<file path="src/rtl/core/pia_pkg.sv">
`timescale 1ns / 1ps
// ----------------------------------------------------------------------------
// pia_pkg
// Shared types and codes of the positional insert/remove array: request
// modes, result status codes, and the command and status words that pass
// between the controller and the datapath.
// ----------------------------------------------------------------------------
package pia_pkg;

   // Request modes
   localparam logic [2:0] MODE_APPEND  = 3'd0;
   localparam logic [2:0] MODE_INSERT  = 3'd1;
   localparam logic [2:0] MODE_REMOVE  = 3'd2;
   localparam logic [2:0] MODE_GET     = 3'd3;
   localparam logic [2:0] MODE_REPLACE = 3'd4;
   localparam logic [2:0] MODE_CLEAR   = 3'd5;

   // Result status codes
   localparam logic [1:0] STAT_OK    = 2'd0;
   localparam logic [1:0] STAT_RANGE = 2'd1;
   localparam logic [1:0] STAT_FULL  = 2'd2;

   // Memory read address source
   localparam logic [1:0] RD_POS    = 2'd0;
   localparam logic [1:0] RD_CUR_DN = 2'd1;
   localparam logic [1:0] RD_CUR_UP = 2'd2;

   // Memory write address and data source
   localparam logic [1:0] WR_FILL = 2'd0;
   localparam logic [1:0] WR_POS  = 2'd1;
   localparam logic [1:0] WR_CUR  = 2'd2;

   // Cursor operations
   localparam logic [2:0] CUR_HOLD      = 3'd0;
   localparam logic [2:0] CUR_LOAD_FILL = 3'd1;
   localparam logic [2:0] CUR_LOAD_POS  = 3'd2;
   localparam logic [2:0] CUR_INC       = 3'd3;
   localparam logic [2:0] CUR_DEC       = 3'd4;

   // Fill count operations
   localparam logic [1:0] FILL_HOLD  = 2'd0;
   localparam logic [1:0] FILL_INC   = 2'd1;
   localparam logic [1:0] FILL_DEC   = 2'd2;
   localparam logic [1:0] FILL_CLEAR = 2'd3;

   // Result index source
   localparam logic [1:0] IDX_ZERO = 2'd0;
   localparam logic [1:0] IDX_POS  = 2'd1;
   localparam logic [1:0] IDX_FILL = 2'd2;

   // Result word source
   localparam logic [1:0] RW_ZERO = 2'd0;
   localparam logic [1:0] RW_RD   = 2'd1;
   localparam logic [1:0] RW_OLD  = 2'd2;

   typedef struct packed {
      logic       latch_req;
      logic       rd_en;
      logic [1:0] rd_sel;
      logic       wr_en;
      logic [1:0] wr_sel;
      logic [2:0] cur_op;
      logic [1:0] fill_op;
      logic       old_load;
      logic       rsp_load;
      logic [1:0] rsp_status;
      logic [1:0] rsp_idx_sel;
      logic [1:0] rsp_word_sel;
   } cmd_type;

   typedef struct packed {
      logic [2:0] mode;
      logic       full;
      logic       pos_gt_fill;
      logic       pos_ge_fill;
      logic       cur_gt_pos;
      logic       cur_next_lt_fill;
   } stat_type;

endpackage

</file>
<file path="src/rtl/core/pia_dpath.sv">
`timescale 1ns / 1ps
// ----------------------------------------------------------------------------
// pia_dpath
// Datapath: request registers, entry memory, fill count, shift cursor and
// result registers. Acts only on commands from the controller.
// ----------------------------------------------------------------------------
module pia_dpath #(
   parameter int CAPACITY  = 64,
   parameter int WORD_BITS = 32
) (
   input  logic              clock,
   input  logic              reset,
   input  logic [2:0]        req_mode,
   input  logic [5:0]        req_position,
   input  logic [31:0]       req_word_in,
   input  pia_pkg::cmd_type  cmd,
   output pia_pkg::stat_type stat,
   output logic [1:0]        rsp_status,
   output logic [5:0]        rsp_index_out,
   output logic [31:0]       rsp_word_out,
   output logic [6:0]        rsp_entries
);

   localparam int AW   = $clog2(CAPACITY);
   localparam int CW   = $clog2(CAPACITY + 1);
   localparam int CMPW = (CW > 7) ? CW : 7;
   localparam int XW   = (WORD_BITS > 32) ? WORD_BITS : 32;

   logic [WORD_BITS-1:0] slots_ff [CAPACITY];
   logic [WORD_BITS-1:0] rd_data_ff;
   logic [WORD_BITS-1:0] old_ff;
   logic [WORD_BITS-1:0] word_ff;
   logic [2:0]           mode_ff;
   logic [5:0]           pos_ff;
   logic [CW-1:0]        fill_ff, fill_in;
   logic [CW-1:0]        cur_ff, cur_in;
   logic [1:0]           rsp_status_ff;
   logic [5:0]           rsp_index_ff;
   logic [31:0]          rsp_word_ff;
   logic [6:0]           rsp_entries_ff;

   logic [CMPW-1:0]      pos_x, fill_x, cur_x, fill_in_x;
   logic [CMPW:0]        cur_nx;
   logic [CW-1:0]        cur_dn;
   logic [AW-1:0]        pos_addr, rd_addr, wr_addr;
   logic [WORD_BITS-1:0] wr_data;
   logic [XW-1:0]        win_x, rd_x, old_x;

   assign pos_x     = CMPW'(pos_ff);
   assign fill_x    = CMPW'(fill_ff);
   assign cur_x     = CMPW'(cur_ff);
   assign fill_in_x = CMPW'(fill_in);
   assign cur_nx    = {1'b0, cur_x} + {{CMPW{1'b0}}, 1'b1};
   assign cur_dn    = cur_ff - {{(CW-1){1'b0}}, 1'b1};
   assign pos_addr  = pos_x[AW-1:0];
   assign win_x     = XW'(req_word_in);
   assign rd_x      = XW'(rd_data_ff);
   assign old_x     = XW'(old_ff);

   assign stat.mode             = mode_ff;
   assign stat.full             = (fill_ff == CW'(CAPACITY));
   assign stat.pos_gt_fill      = (pos_x > fill_x);
   assign stat.pos_ge_fill      = (pos_x >= fill_x);
   assign stat.cur_gt_pos       = (cur_x > pos_x);
   assign stat.cur_next_lt_fill = (cur_nx < {1'b0, fill_x});

   always_comb begin
      case (cmd.rd_sel)
         pia_pkg::RD_CUR_DN: rd_addr = cur_dn[AW-1:0];
         pia_pkg::RD_CUR_UP: rd_addr = cur_nx[AW-1:0];
         default:            rd_addr = pos_addr;
      endcase
   end

   always_comb begin
      case (cmd.wr_sel)
         pia_pkg::WR_FILL: begin
            wr_addr = fill_ff[AW-1:0];
            wr_data = word_ff;
         end
         pia_pkg::WR_CUR: begin
            wr_addr = cur_ff[AW-1:0];
            wr_data = rd_data_ff;
         end
         default: begin
            wr_addr = pos_addr;
            wr_data = word_ff;
         end
      endcase
   end

   always_comb begin
      case (cmd.fill_op)
         pia_pkg::FILL_INC:   fill_in = fill_ff + {{(CW-1){1'b0}}, 1'b1};
         pia_pkg::FILL_DEC:   fill_in = fill_ff - {{(CW-1){1'b0}}, 1'b1};
         pia_pkg::FILL_CLEAR: fill_in = '0;
         default:             fill_in = fill_ff;
      endcase
   end

   always_comb begin
      case (cmd.cur_op)
         pia_pkg::CUR_LOAD_FILL: cur_in = fill_ff;
         pia_pkg::CUR_LOAD_POS:  cur_in = pos_x[CW-1:0];
         pia_pkg::CUR_INC:       cur_in = cur_nx[CW-1:0];
         pia_pkg::CUR_DEC:       cur_in = cur_dn;
         default:                cur_in = cur_ff;
      endcase
   end

   // Entry memory: one write and one registered read per cycle.
   always_ff @(posedge clock) begin
      if (cmd.wr_en) begin
         slots_ff[wr_addr] <= wr_data;
      end
   end

   always_ff @(posedge clock) begin
      if (cmd.rd_en) begin
         rd_data_ff <= slots_ff[rd_addr];
      end
   end

   always_ff @(posedge clock) begin
      if (reset) begin
         fill_ff <= '0;
      end else begin
         fill_ff <= fill_in;
      end
   end

   always_ff @(posedge clock) begin
      cur_ff <= cur_in;
      if (cmd.latch_req) begin
         mode_ff <= req_mode;
         pos_ff  <= req_position;
         word_ff <= win_x[WORD_BITS-1:0];
      end
      if (cmd.old_load) begin
         old_ff <= rd_data_ff;
      end
      if (cmd.rsp_load) begin
         rsp_status_ff  <= cmd.rsp_status;
         rsp_entries_ff <= fill_in_x[6:0];
         case (cmd.rsp_idx_sel)
            pia_pkg::IDX_POS:  rsp_index_ff <= pos_ff;
            pia_pkg::IDX_FILL: rsp_index_ff <= fill_x[5:0];
            default:           rsp_index_ff <= '0;
         endcase
         case (cmd.rsp_word_sel)
            pia_pkg::RW_RD:  rsp_word_ff <= rd_x[31:0];
            pia_pkg::RW_OLD: rsp_word_ff <= old_x[31:0];
            default:         rsp_word_ff <= '0;
         endcase
      end
   end

   assign rsp_status    = rsp_status_ff;
   assign rsp_index_out = rsp_index_ff;
   assign rsp_word_out  = rsp_word_ff;
   assign rsp_entries   = rsp_entries_ff;

   a_fill_bound: assert property (@(posedge clock) disable iff (reset)
      fill_ff <= CW'(CAPACITY))
      else $error("fill count above capacity");

   a_no_grow_full: assert property (@(posedge clock) disable iff (reset)
      (cmd.fill_op == pia_pkg::FILL_INC) |-> !stat.full)
      else $error("fill count grows past a full array");

   a_wr_addr_bound: assert property (@(posedge clock) disable iff (reset)
      cmd.wr_en |-> (CMPW'(wr_addr) < CMPW'(CAPACITY)))
      else $error("memory write beyond capacity");

endmodule

</file>
<file path="src/rtl/core/pia_ctrl.sv">
`timescale 1ns / 1ps
// ----------------------------------------------------------------------------
// pia_ctrl
// Controller: decodes the latched request, runs the one-entry-at-a-time
// shift for insert and remove, and issues the result strobe.
// ----------------------------------------------------------------------------
module pia_ctrl (
   input  logic              clock,
   input  logic              reset,
   input  logic              start,
   input  pia_pkg::stat_type stat,
   output pia_pkg::cmd_type  cmd,
   output logic              busy,
   output logic              rsp_valid
);

   localparam logic [2:0] S_IDLE     = 3'd0;
   localparam logic [2:0] S_DECODE   = 3'd1;
   localparam logic [2:0] S_INS_LOOP = 3'd2;
   localparam logic [2:0] S_INS_WR   = 3'd3;
   localparam logic [2:0] S_ACCESS   = 3'd4;
   localparam logic [2:0] S_REM_LOOP = 3'd5;
   localparam logic [2:0] S_REM_WR   = 3'd6;

   logic [2:0] state_ff, state_in;
   logic       rsp_valid_ff;

   assign busy      = (state_ff != S_IDLE);
   assign rsp_valid = rsp_valid_ff;

   always_comb begin
      cmd      = '0;
      state_in = state_ff;
      case (state_ff)
         S_IDLE: begin
            if (start) begin
               cmd.latch_req = 1'b1;
               state_in      = S_DECODE;
            end
         end
         S_DECODE: begin
            state_in     = S_IDLE;
            cmd.rsp_load = 1'b1;
            case (stat.mode)
               pia_pkg::MODE_APPEND: begin
                  if (stat.full) begin
                     cmd.rsp_status = pia_pkg::STAT_FULL;
                  end else begin
                     cmd.wr_en       = 1'b1;
                     cmd.wr_sel      = pia_pkg::WR_FILL;
                     cmd.fill_op     = pia_pkg::FILL_INC;
                     cmd.rsp_idx_sel = pia_pkg::IDX_FILL;
                  end
               end
               pia_pkg::MODE_INSERT: begin
                  if (stat.pos_gt_fill) begin
                     cmd.rsp_status = pia_pkg::STAT_RANGE;
                  end else if (stat.full) begin
                     cmd.rsp_status = pia_pkg::STAT_FULL;
                  end else begin
                     cmd.rsp_load = 1'b0;
                     cmd.cur_op   = pia_pkg::CUR_LOAD_FILL;
                     state_in     = S_INS_LOOP;
                  end
               end
               pia_pkg::MODE_REMOVE, pia_pkg::MODE_GET, pia_pkg::MODE_REPLACE: begin
                  if (stat.pos_ge_fill) begin
                     cmd.rsp_status = pia_pkg::STAT_RANGE;
                  end else begin
                     cmd.rsp_load = 1'b0;
                     cmd.rd_en    = 1'b1;
                     cmd.rd_sel   = pia_pkg::RD_POS;
                     state_in     = S_ACCESS;
                  end
               end
               pia_pkg::MODE_CLEAR: begin
                  cmd.fill_op = pia_pkg::FILL_CLEAR;
               end
               default: begin
               end
            endcase
         end
         // Insert moves entries up from the top, one read and one write each.
         S_INS_LOOP: begin
            if (stat.cur_gt_pos) begin
               cmd.rd_en  = 1'b1;
               cmd.rd_sel = pia_pkg::RD_CUR_DN;
               state_in   = S_INS_WR;
            end else begin
               cmd.wr_en       = 1'b1;
               cmd.wr_sel      = pia_pkg::WR_POS;
               cmd.fill_op     = pia_pkg::FILL_INC;
               cmd.rsp_load    = 1'b1;
               cmd.rsp_idx_sel = pia_pkg::IDX_POS;
               state_in        = S_IDLE;
            end
         end
         S_INS_WR: begin
            cmd.wr_en  = 1'b1;
            cmd.wr_sel = pia_pkg::WR_CUR;
            cmd.cur_op = pia_pkg::CUR_DEC;
            state_in   = S_INS_LOOP;
         end
         // The addressed entry has been read; its word is now available.
         S_ACCESS: begin
            if (stat.mode == pia_pkg::MODE_REMOVE) begin
               cmd.old_load = 1'b1;
               cmd.cur_op   = pia_pkg::CUR_LOAD_POS;
               state_in     = S_REM_LOOP;
            end else begin
               cmd.wr_en        = (stat.mode == pia_pkg::MODE_REPLACE);
               cmd.wr_sel       = pia_pkg::WR_POS;
               cmd.rsp_load     = 1'b1;
               cmd.rsp_idx_sel  = pia_pkg::IDX_POS;
               cmd.rsp_word_sel = pia_pkg::RW_RD;
               state_in         = S_IDLE;
            end
         end
         S_REM_LOOP: begin
            if (stat.cur_next_lt_fill) begin
               cmd.rd_en  = 1'b1;
               cmd.rd_sel = pia_pkg::RD_CUR_UP;
               state_in   = S_REM_WR;
            end else begin
               cmd.fill_op      = pia_pkg::FILL_DEC;
               cmd.rsp_load     = 1'b1;
               cmd.rsp_idx_sel  = pia_pkg::IDX_POS;
               cmd.rsp_word_sel = pia_pkg::RW_OLD;
               state_in         = S_IDLE;
            end
         end
         S_REM_WR: begin
            cmd.wr_en  = 1'b1;
            cmd.wr_sel = pia_pkg::WR_CUR;
            cmd.cur_op = pia_pkg::CUR_INC;
            state_in   = S_REM_LOOP;
         end
         default: begin
            state_in = S_IDLE;
         end
      endcase
   end

   always_ff @(posedge clock) begin
      if (reset) begin
         state_ff     <= S_IDLE;
         rsp_valid_ff <= 1'b0;
      end else begin
         state_ff     <= state_in;
         rsp_valid_ff <= cmd.rsp_load;
      end
   end

   a_accept_busy: assert property (@(posedge clock) disable iff (reset)
      (start && !busy) |=> busy)
      else $error("accepted word did not make the block busy");

   a_rsp_after_work: assert property (@(posedge clock) disable iff (reset)
      rsp_valid |-> (state_ff == S_IDLE || state_ff == S_DECODE))
      else $error("result strobe while an operation is still running");

endmodule

</file>
<file path="src/rtl/core/positional_insert_remove_array.sv">
`timescale 1ns / 1ps
// ----------------------------------------------------------------------------
// positional_insert_remove_array
// Ordered array of data words with append, insert, remove, get, replace and
// clear requests; one result word per request.
// ----------------------------------------------------------------------------
//
//   Channel   Ports                                           Handshake
//   request   req_mode, req_position, req_word_in             start && !busy
//   result    rsp_status, rsp_index_out, rsp_word_out,        rsp_valid, one
//             rsp_entries                                     cycle, no stall
//
// A result strobes once the decode state has run for append, clear and every
// rejected request, and once the decode and access states have run for get
// and replace. Insert and remove move one entry at a time through the entry
// memory (a registered read, then a write). busy drops in the cycle the
// strobe is shown, so the next word can be accepted then. Reset clears the
// entry count, the controller state and the result strobe; the entry memory
// holds no reset value and needs no clearing.
// ----------------------------------------------------------------------------
module positional_insert_remove_array #(
   parameter int CAPACITY  = 64,
   parameter int WORD_BITS = 32
) (
   input  logic        clock,
   input  logic        reset,
   input  logic        start,
   output logic        busy,
   input  logic [2:0]  req_mode,
   input  logic [5:0]  req_position,
   input  logic [31:0] req_word_in,
   output logic        rsp_valid,
   output logic [1:0]  rsp_status,
   output logic [5:0]  rsp_index_out,
   output logic [31:0] rsp_word_out,
   output logic [6:0]  rsp_entries
);

   pia_pkg::cmd_type  cmd;
   pia_pkg::stat_type stat;

   pia_ctrl u_ctrl (
      .clock     (clock),
      .reset     (reset),
      .start     (start),
      .stat      (stat),
      .cmd       (cmd),
      .busy      (busy),
      .rsp_valid (rsp_valid)
   );

   pia_dpath #(
      .CAPACITY  (CAPACITY),
      .WORD_BITS (WORD_BITS)
   ) u_dpath (
      .clock         (clock),
      .reset         (reset),
      .req_mode      (req_mode),
      .req_position  (req_position),
      .req_word_in   (req_word_in),
      .cmd           (cmd),
      .stat          (stat),
      .rsp_status    (rsp_status),
      .rsp_index_out (rsp_index_out),
      .rsp_word_out  (rsp_word_out),
      .rsp_entries   (rsp_entries)
   );

endmodule
</file>
<file path="config.mk">
export PLATFORM = sky130hd
export DESIGN_NAME = positional_insert_remove_array
export DESIGN_NICKNAME = d
export VERILOG_FILES = /design/src/rtl/core/pia_pkg.sv /design/src/rtl/core/pia_dpath.sv /design/src/rtl/core/pia_ctrl.sv /design/src/rtl/core/positional_insert_remove_array.sv
export SDC_FILE = /design/constraint.sdc
export NUM_CORES = 2
export LEC_CHECK = 0
export ABC_AREA = 1
export BUFFER_PORTS_ARGS = -buffer_cell sky130_fd_sc_hd__buf_4
export CAP_MARGIN = 20
export CORE_MARGIN = 3
export CORE_UTILIZATION = 50
export DETAILED_ROUTE_END_ITERATION = 7
export HOLD_SLACK_MARGIN = 0.12
export PLACE_DENSITY_LB_ADDON = 0.2
export SYNTH_ARGS = -nofsm -noshare
export SYNTH_HDL_FRONTEND = slang
export SYNTH_SLANG_ARGS = --single-unit
</file>
<file path="constraint.sdc">
create_clock -name clock -period 9.45 [get_ports clock]
set_clock_uncertainty 0.15 [all_clocks]
set_input_delay 0.4725 -clock clock [delete_from_list [all_inputs] [get_ports clock]]
set_output_delay 0.4725 -clock clock [all_outputs]
set_load 0.05 [all_outputs]
</file>
# ---- Word-level counts from Yosys, hierarchy flattened
# Memories as Yosys holds them, arrays and structs flattened. A register that Yosys moved wholly into a read port is not among the register bits.
# Cells that the tools add are included.
dict set report totals {
  reg_bits 138
  ramBits 2048
  in_bits 44
  out_inout_bits 49
  wordCells 113
  n_memories 1
}
dict set report classes {
  add_sub_neg 4
  n_lt_le_gt_ge 4
  n_eq_ne 27
  mux 58
  reduce_logical 7
}
# name depth width rd rd_ports_with_merged_regs wr line
set memory_table {}
lappend memory_table {u_dpath.slots_ff 64 32 1 1 1 pia_dpath.sv:29} ;# logic [WORD_BITS-1:0] slots_ff [CAPACITY];
# op n
set op_table {}
lappend op_table {{$pmux 32 s2} 1}
lappend op_table {{$mux 3} 15}
lappend op_table {{$pmux 6 s2} 3}
lappend op_table {{$mux 32} 1}
lappend op_table {{$pmux 7 s4} 1}
lappend op_table {{$pmux 3 s4} 2}
lappend op_table {{$pmux 3 s7} 1}
lappend op_table {{$pmux 7 s3} 1}
lappend op_table {{$eq 3x2->1 const B} 6}
lappend op_table {{$eq 3x3->1 const B} 6}
lappend op_table {{$mux 1} 16}
lappend op_table {{$mux 2} 8}
lappend op_table {{$sub 7x1->7 const B} 2}
lappend op_table {{$eq 2x2->1 const B} 6}
lappend op_table {{$pmux 2 s3} 2}
lappend op_table {{$eq 3x1->1 const B} 3}
lappend op_table {{$pmux 3 s3} 1}
lappend op_table {{$add 7x1->8 const B} 1}
lappend op_table {{$eq 2x1->1 const B} 4}
lappend op_table {{$lt 8x7->1} 1}
lappend op_table {{$pmux 2 s2} 2}
lappend op_table {{$pmux 2 s4} 1}
lappend op_table {{$add 7x1->7 const B} 1}
lappend op_table {{$eq 7x7->1 const B} 1}
lappend op_table {{other kinds (13)} 14}

# ---- Longest topological paths before layout
dict set report depth {
  ltp_word 7
  ltp_mapped 25
  mapped_depth_nobuf 24
}

# ---- Hierarchy
# A second synthesis with hierarchy kept.
dict set report unflattened {
  cells_unflattened 8542
  area_unflattened_um2 95584.2
}
# module instances cells_per_inst area_per_inst_um2 seq_area_each_um2
set by_module_without_submodules {}
lappend by_module_without_submodules {pia_dpath 1 8459 95130.0 66413.7}
lappend by_module_without_submodules {pia_ctrl 1 83 454.2 80.1}

# ---- Least setup slack after synthesis
# Ideal clock, no wire load.
dict set report synth_timing {
  kind {reg2reg}
  start {reg u_dpath.cur_ff[4]}
  end {mem u_dpath.slots_ff[13][0] (enable)}
  setup_time_ns 0.421
  arrival_ns 3.323
  required_ns 8.879
  path_slack_ns 5.556
  path_stages_with_launch 14
  path_buffers 0
  period_less_slack_ns 3.894
  path_cell_list {edfxtp_1 ha_1 nand2_1 nor2_1 nand2_1 nand2_1 nand2_1 nand2_2 nand2_2 nand2_1 nand2_1 nor2_2 nand4_1 nor2_1}
}
dict set report synth_between {
  elab_chain_len 5
  elab_cells_between_ends 8
  classes_between {order compare (1); eq/ne (1); mux (5); reduce/logical (1)}
}
# element line
set synth_lines {}
lappend synth_lines {{start, declared} pia_dpath.sv:36} ;# logic [CW-1:0] cur_ff, cur_in;
lappend synth_lines {{start signal, assigned} pia_dpath.sv:133} ;# cur_ff <= cur_in;
lappend synth_lines {{$gt 7x6->1} pia_dpath.sv:64} ;# assign stat.cur_gt_pos = (cur_x > pos_x);
lappend synth_lines {{$mux 3} pia_ctrl.sv:85} ;# if (stat.cur_gt_pos) begin
lappend synth_lines {{$pmux 3 s4} pia_ctrl.sv:34} ;# case (state_ff)
lappend synth_lines {{$eq 2x2->1, or another cell as far along} pia_dpath.sv:76} ;# case (cmd.wr_sel)
lappend synth_lines {{$pmux 6 s2 or $mux 1 (tied branches)} {pia_dpath.sv:76, pia_dpath.sv:114}}
lappend synth_lines {{end, declared} pia_dpath.sv:29}
# Several ways; a longest one is shown, not always the timed one.

# ---- Final worst setup path
dict set report layout_timing {
  start {reg u_dpath.cur_ff[2]}
  end {reg u_dpath.rd_data_ff[9] (read register of u_dpath.slots_ff), data pin}
}
dict set report layout_between {
  elab_chain_len 6
  elab_cells_between_ends 10
  classes_between {add/sub (2); order compare (2); eq/ne (2); mux (4)}
}
# element line
set layout_lines {}
lappend layout_lines {{$add 7x1->8} pia_dpath.sv:53} ;# assign cur_nx = {1'b0, cur_x} + {{CMPW{1'b0}}, 1'b1};
lappend layout_lines {{$lt 8x7->1} pia_dpath.sv:65} ;# assign stat.cur_next_lt_fill = (cur_nx < {1'b0, fill_x});
lappend layout_lines {{$mux 3} pia_ctrl.sv:120} ;# if (stat.cur_next_lt_fill) begin
lappend layout_lines {{$pmux 3 s3} pia_ctrl.sv:34}
lappend layout_lines {{$eq 2x2->1 or $eq 2x1->1 (tied branches)} pia_dpath.sv:68} ;# case (cmd.rd_sel)
lappend layout_lines {{$pmux 6 s2} pia_dpath.sv:68}
lappend layout_lines {{end, declared} pia_dpath.sv:30} ;# logic [WORD_BITS-1:0] rd_data_ff;
# Several ways; a longest one is shown, not always the timed one.
# A chain may end at the register's enable or synchronous reset.

==> metrics list <==
- Most common library cell in the layout ignoring fill and taps: sky130_fd_sc_hd__edfxtp_1
* Via/cell ratio: ~5.9
- Global-route wire length before repair: roughly 400 mm
- The cell sitting at the root of the clock tree is a sky130_fd_sc_hd__clkbuf_16.
- Peak clock frequency supported by timing: 153 MHz
- Shortest clock period the worst path allows after layout: 6.52 ns
* Remaining DRCs: 0
- Cell with the biggest individual delay on the critical path: sky130_fd_sc_hd__nand2_8
- Number of antenna violations at the first check in global routing: 14
- The floorplan step defined a die boundary enclosing roughly 190000 um2.
* Predominant post-synthesis flop cell: sky130_fd_sc_hd__edfxtp_1
* Cell type with the highest aggregate area in the netlist: sky130_fd_sc_hd__edfxtp_1
* Average cell area after synthesis: about 12 um2
- During placement, the flow inserted port buffers numbering 92.
- Clock Sinks: 2218
* Sort of element at the start of the critical path: flip-flop
* CP max FO: 183
- The worst register-to-register path begins at u_dpath.cur_ff[2].
* CTS tree: built
- Most used cell along the critical path: sky130_fd_sc_hd__nand3_1
* Classification of the worst setup path: flip-flop to flip-flop
- In this run the post-CTS setup repair buffer count came out at 0.
* Number of gates on the worst path with buffers counted: 19
- Number of cells on the worst reg-to-reg path: 19
* Die boundary width: ~440 um
* Global placer's final weighted congestion: roughly 0.87
- Final WL: approximately 280 mm
* Final worst-path cycle share: 68.9%
* Clock buffers created by TritonCTS: 220
- The number of hold violations in the final report is 0.
* Top library cells by usage in the layout, fill and taps aside: sky130_fd_sc_hd__edfxtp_1, sky130_fd_sc_hd__nand2_1, sky130_fd_sc_hd__nand3_1
- After detailed routing, the average wire length per cell comes to ~26 um.
* Worst path required time: 9.91 ns
- The final number of max-transition violations was 0.
* Critical path's largest stage delay: roughly 0.71 ns
- Top cell type's share of synthesized area: between 70% and 80%
- Detail Route Antenna Nets: 0
- After the last flow step, the layout net total stands at ~7.9k.
- Area overhead of the layout relative to synthesis: 12.1%
- The synthesized netlist occupies a cell area of just over 90000 um2.
- Number of global-route vias before repair: 58.6k
- Power spread over the standard cell area amounts to roughly 200 nW/um2.
- Sequence of cells on the critical path: nand3_1, xor2_1, ha_1, a21o_1, a31oi_1, nor2_1, nor2_1, nand2_1, ha_1, nand2_4, nand2_8, buf_12, nand2_1, o211ai_1, nand3_1, nand3_1, nand3_1, nand3_1, nand2_1
* Leakage: approximately 0.038 uW
* Worst Setup SP: u_dpath.cur_ff[2]
- Setup violations remaining at the end of the flow were counted as 0.
- Top-level port count: 93
- Data arrives at the worst endpoint at 6.97 ns.
- In this run the most critical hold path is launched from req_word_in[4].
- # fillers: between 10k and 15k
- Status: finished, final reports clean
- Synthesized netlist cell count: between 7k and 8k
* Cell family contributing the most delay on the critical path: simple AND/OR/NAND/NOR gates
- Initial standard-cell utilization of the core: 50.5%
- Largest net degree at the start of global routing: about 210
- For the final routed database, the setup TNS stands at 0 ns.
- Together, buffers and inverters on the worst path number 1.
* Post-synth EDFFs: 2207
- Total instance count after detailed placement: 10.0k
* FP Rows: 157
- For this run the aggregate overflow at the end of global routing stands at 0.
* H-tree levels: 4
- Summing all placed instances gives a cell area of 96500 um2.
- Setup repair after global routing left no endpoint under its margin.
* Instance count along the most critical hold path: 2
- Placeable core region: roughly 180000 um2
- Yosys printed 0 warnings.
* Floorplan die height: about 440 um
- The worst-case IR drop observed on VDD is slightly above 0.2 mV.
- Transition at the pin with the smallest max-transition slack: 1.18 ns
- Max Root-Sink Buffers: 3
- First-pass iteration count of the detailed router: 6
* Final Util: 56.6%
- After clock tree synthesis, the clock-pin slew on the worst setup and hold paths is ~0.060 ns.
- For this block, the initial DRC count from the detailed router was between 8k and 9k.
- Worst-case headroom to the max-slew limit: 21.2%
- Sequential fraction of the synthesis area: a little under three quarters
- Max-cap violations in this run came to 0.
* Async S/R FF share, synth: 0%
- Proportion of layout cells with a drive suffix above 1: about 8.6%
- Cell types with the largest area share after synthesis: sky130_fd_sc_hd__edfxtp_1, sky130_fd_sc_hd__nand2_1, sky130_fd_sc_hd__nand3_1
- In this run, synthesis produced a sequential element count of roughly 2.2k.
- Detailed Place HPWL: around 140 mm
* Number of standard cells in the layout, taps in and fillers out: between 10k and 15k
- CP Capture Type: flip-flop
- Unique cell type count in the Yosys netlist: 37
* DR vias: 62.0k
* Global router's overall resource usage: between 20 and 30%
* Post-route cell area: roughly 100000 um2
- Clock Latency Late Sink: 0.89 ns
* Synthesized net count: slightly below 8k
- The worst hold path belongs to the class input port to flip-flop.
## layout make-up
cell class | count | area [um2] | area share (%)
sequential | 2218 | 66500 | 63.9
multi-input combinational | 4342 | 21900 | 21.1
clock buffer | 262 | 5680 | 5.46
tap | 2464 | 3080 | 2.96
inverter | 774 | 2930 | 2.82
timing repair buffer | 301 | 2620 | 2.52
clock inverter | 150 | 1270 | 1.23
antenna | 10 | 25.0 | 0.0240
## Yosys cell counts, types with 11 or more instances
library cell,number
sky130_fd_sc_hd__nand3b_1,65
sky130_fd_sc_hd__clkbuf_1,272
sky130_fd_sc_hd__inv_1,768
sky130_fd_sc_hd__buf_2,164
sky130_fd_sc_hd__buf_1,66
sky130_fd_sc_hd__ha_1,33
sky130_fd_sc_hd__edfxtp_1,2207
sky130_fd_sc_hd__nor2_1,104
sky130_fd_sc_hd__dfxtp_1,11
sky130_fd_sc_hd__o21ai_0,15
sky130_fd_sc_hd__nand4_1,17
sky130_fd_sc_hd__o211ai_1,642
sky130_fd_sc_hd__nand2_1,1983
sky130_fd_sc_hd__nand3_1,1380
sky130_fd_sc_hd__a21oi_1,60
## logic make-up (layout without fill, tap and decap cells)
kind of cell / count (synthesis) / after routing / share of synthesized area [%]
fa+ha+maj: 34 / 34 / 0.467
compound gates: 733 / 733 / 5.74
flops: 2218 / 2218 / 71.7
buf+inv: 1278 / 1487 / 5.40
xor+xnor: 4 / 4 / 0.0378
other cells: 0 / 10 / 0
simple gates: 3571 / 3571 / 16.7
## state kept, by name, summed over array words and instances (netlist names)
signal,cells
u_dpath.rsp_index_out,6
u_dpath.word_ff,32
u_dpath.old_ff,32
u_dpath.slots_ff,2048
u_dpath.mode_ff,3
u_dpath.rd_data_ff,32
u_dpath.rsp_word_out,32
u_dpath.cur_ff,7
u_dpath.pos_addr,6
u_ctrl.state_ff,3
u_dpath.rsp_entries,7
u_dpath.fill_ff,7
u_ctrl.rsp_valid,1
u_dpath.rsp_status,2
## what timing repair did
item	CTS	global route
hold endpoints to repair	52	0
resized for setup	0	0
hold buffers	53	0
## routing by layer
layer	GRT usage, %	routed length, um
met5	0	12
met3	6.53	30700
met1	39.8	110000
met2	43.9	124000
met4	11.3	11300
## stage by stage
step                hold slack (ns)  setup slack, ns  power (uW)
detailed placement            0.427             3.02       13000
finish                        0.174             2.93       21300
floorplan                     0.301             5.56       12300
global route                  0.160             2.57       21900
global placement              0.422             2.88       13000
CTS                           0.120             2.95       21300
## power by group
part           total (uW)  switching, uW  internal [uW]
registers           11000           35.1          10900
logic                1850           1410            433
clock network        8450           3760           4690
## path summary, 6_finish.rpt
kind / to / slack, ns
hold reg to reg: u_dpath.rsp_word_out[15] / 0.44
setup / recovery: u_dpath.rd_data_ff[9] / 2.93
hold / removal: u_dpath.word_ff[4] / 0.17
setup reg to reg: u_dpath.rd_data_ff[9] / 2.93
Note: power is estimated with default switching activity, not from simulation.
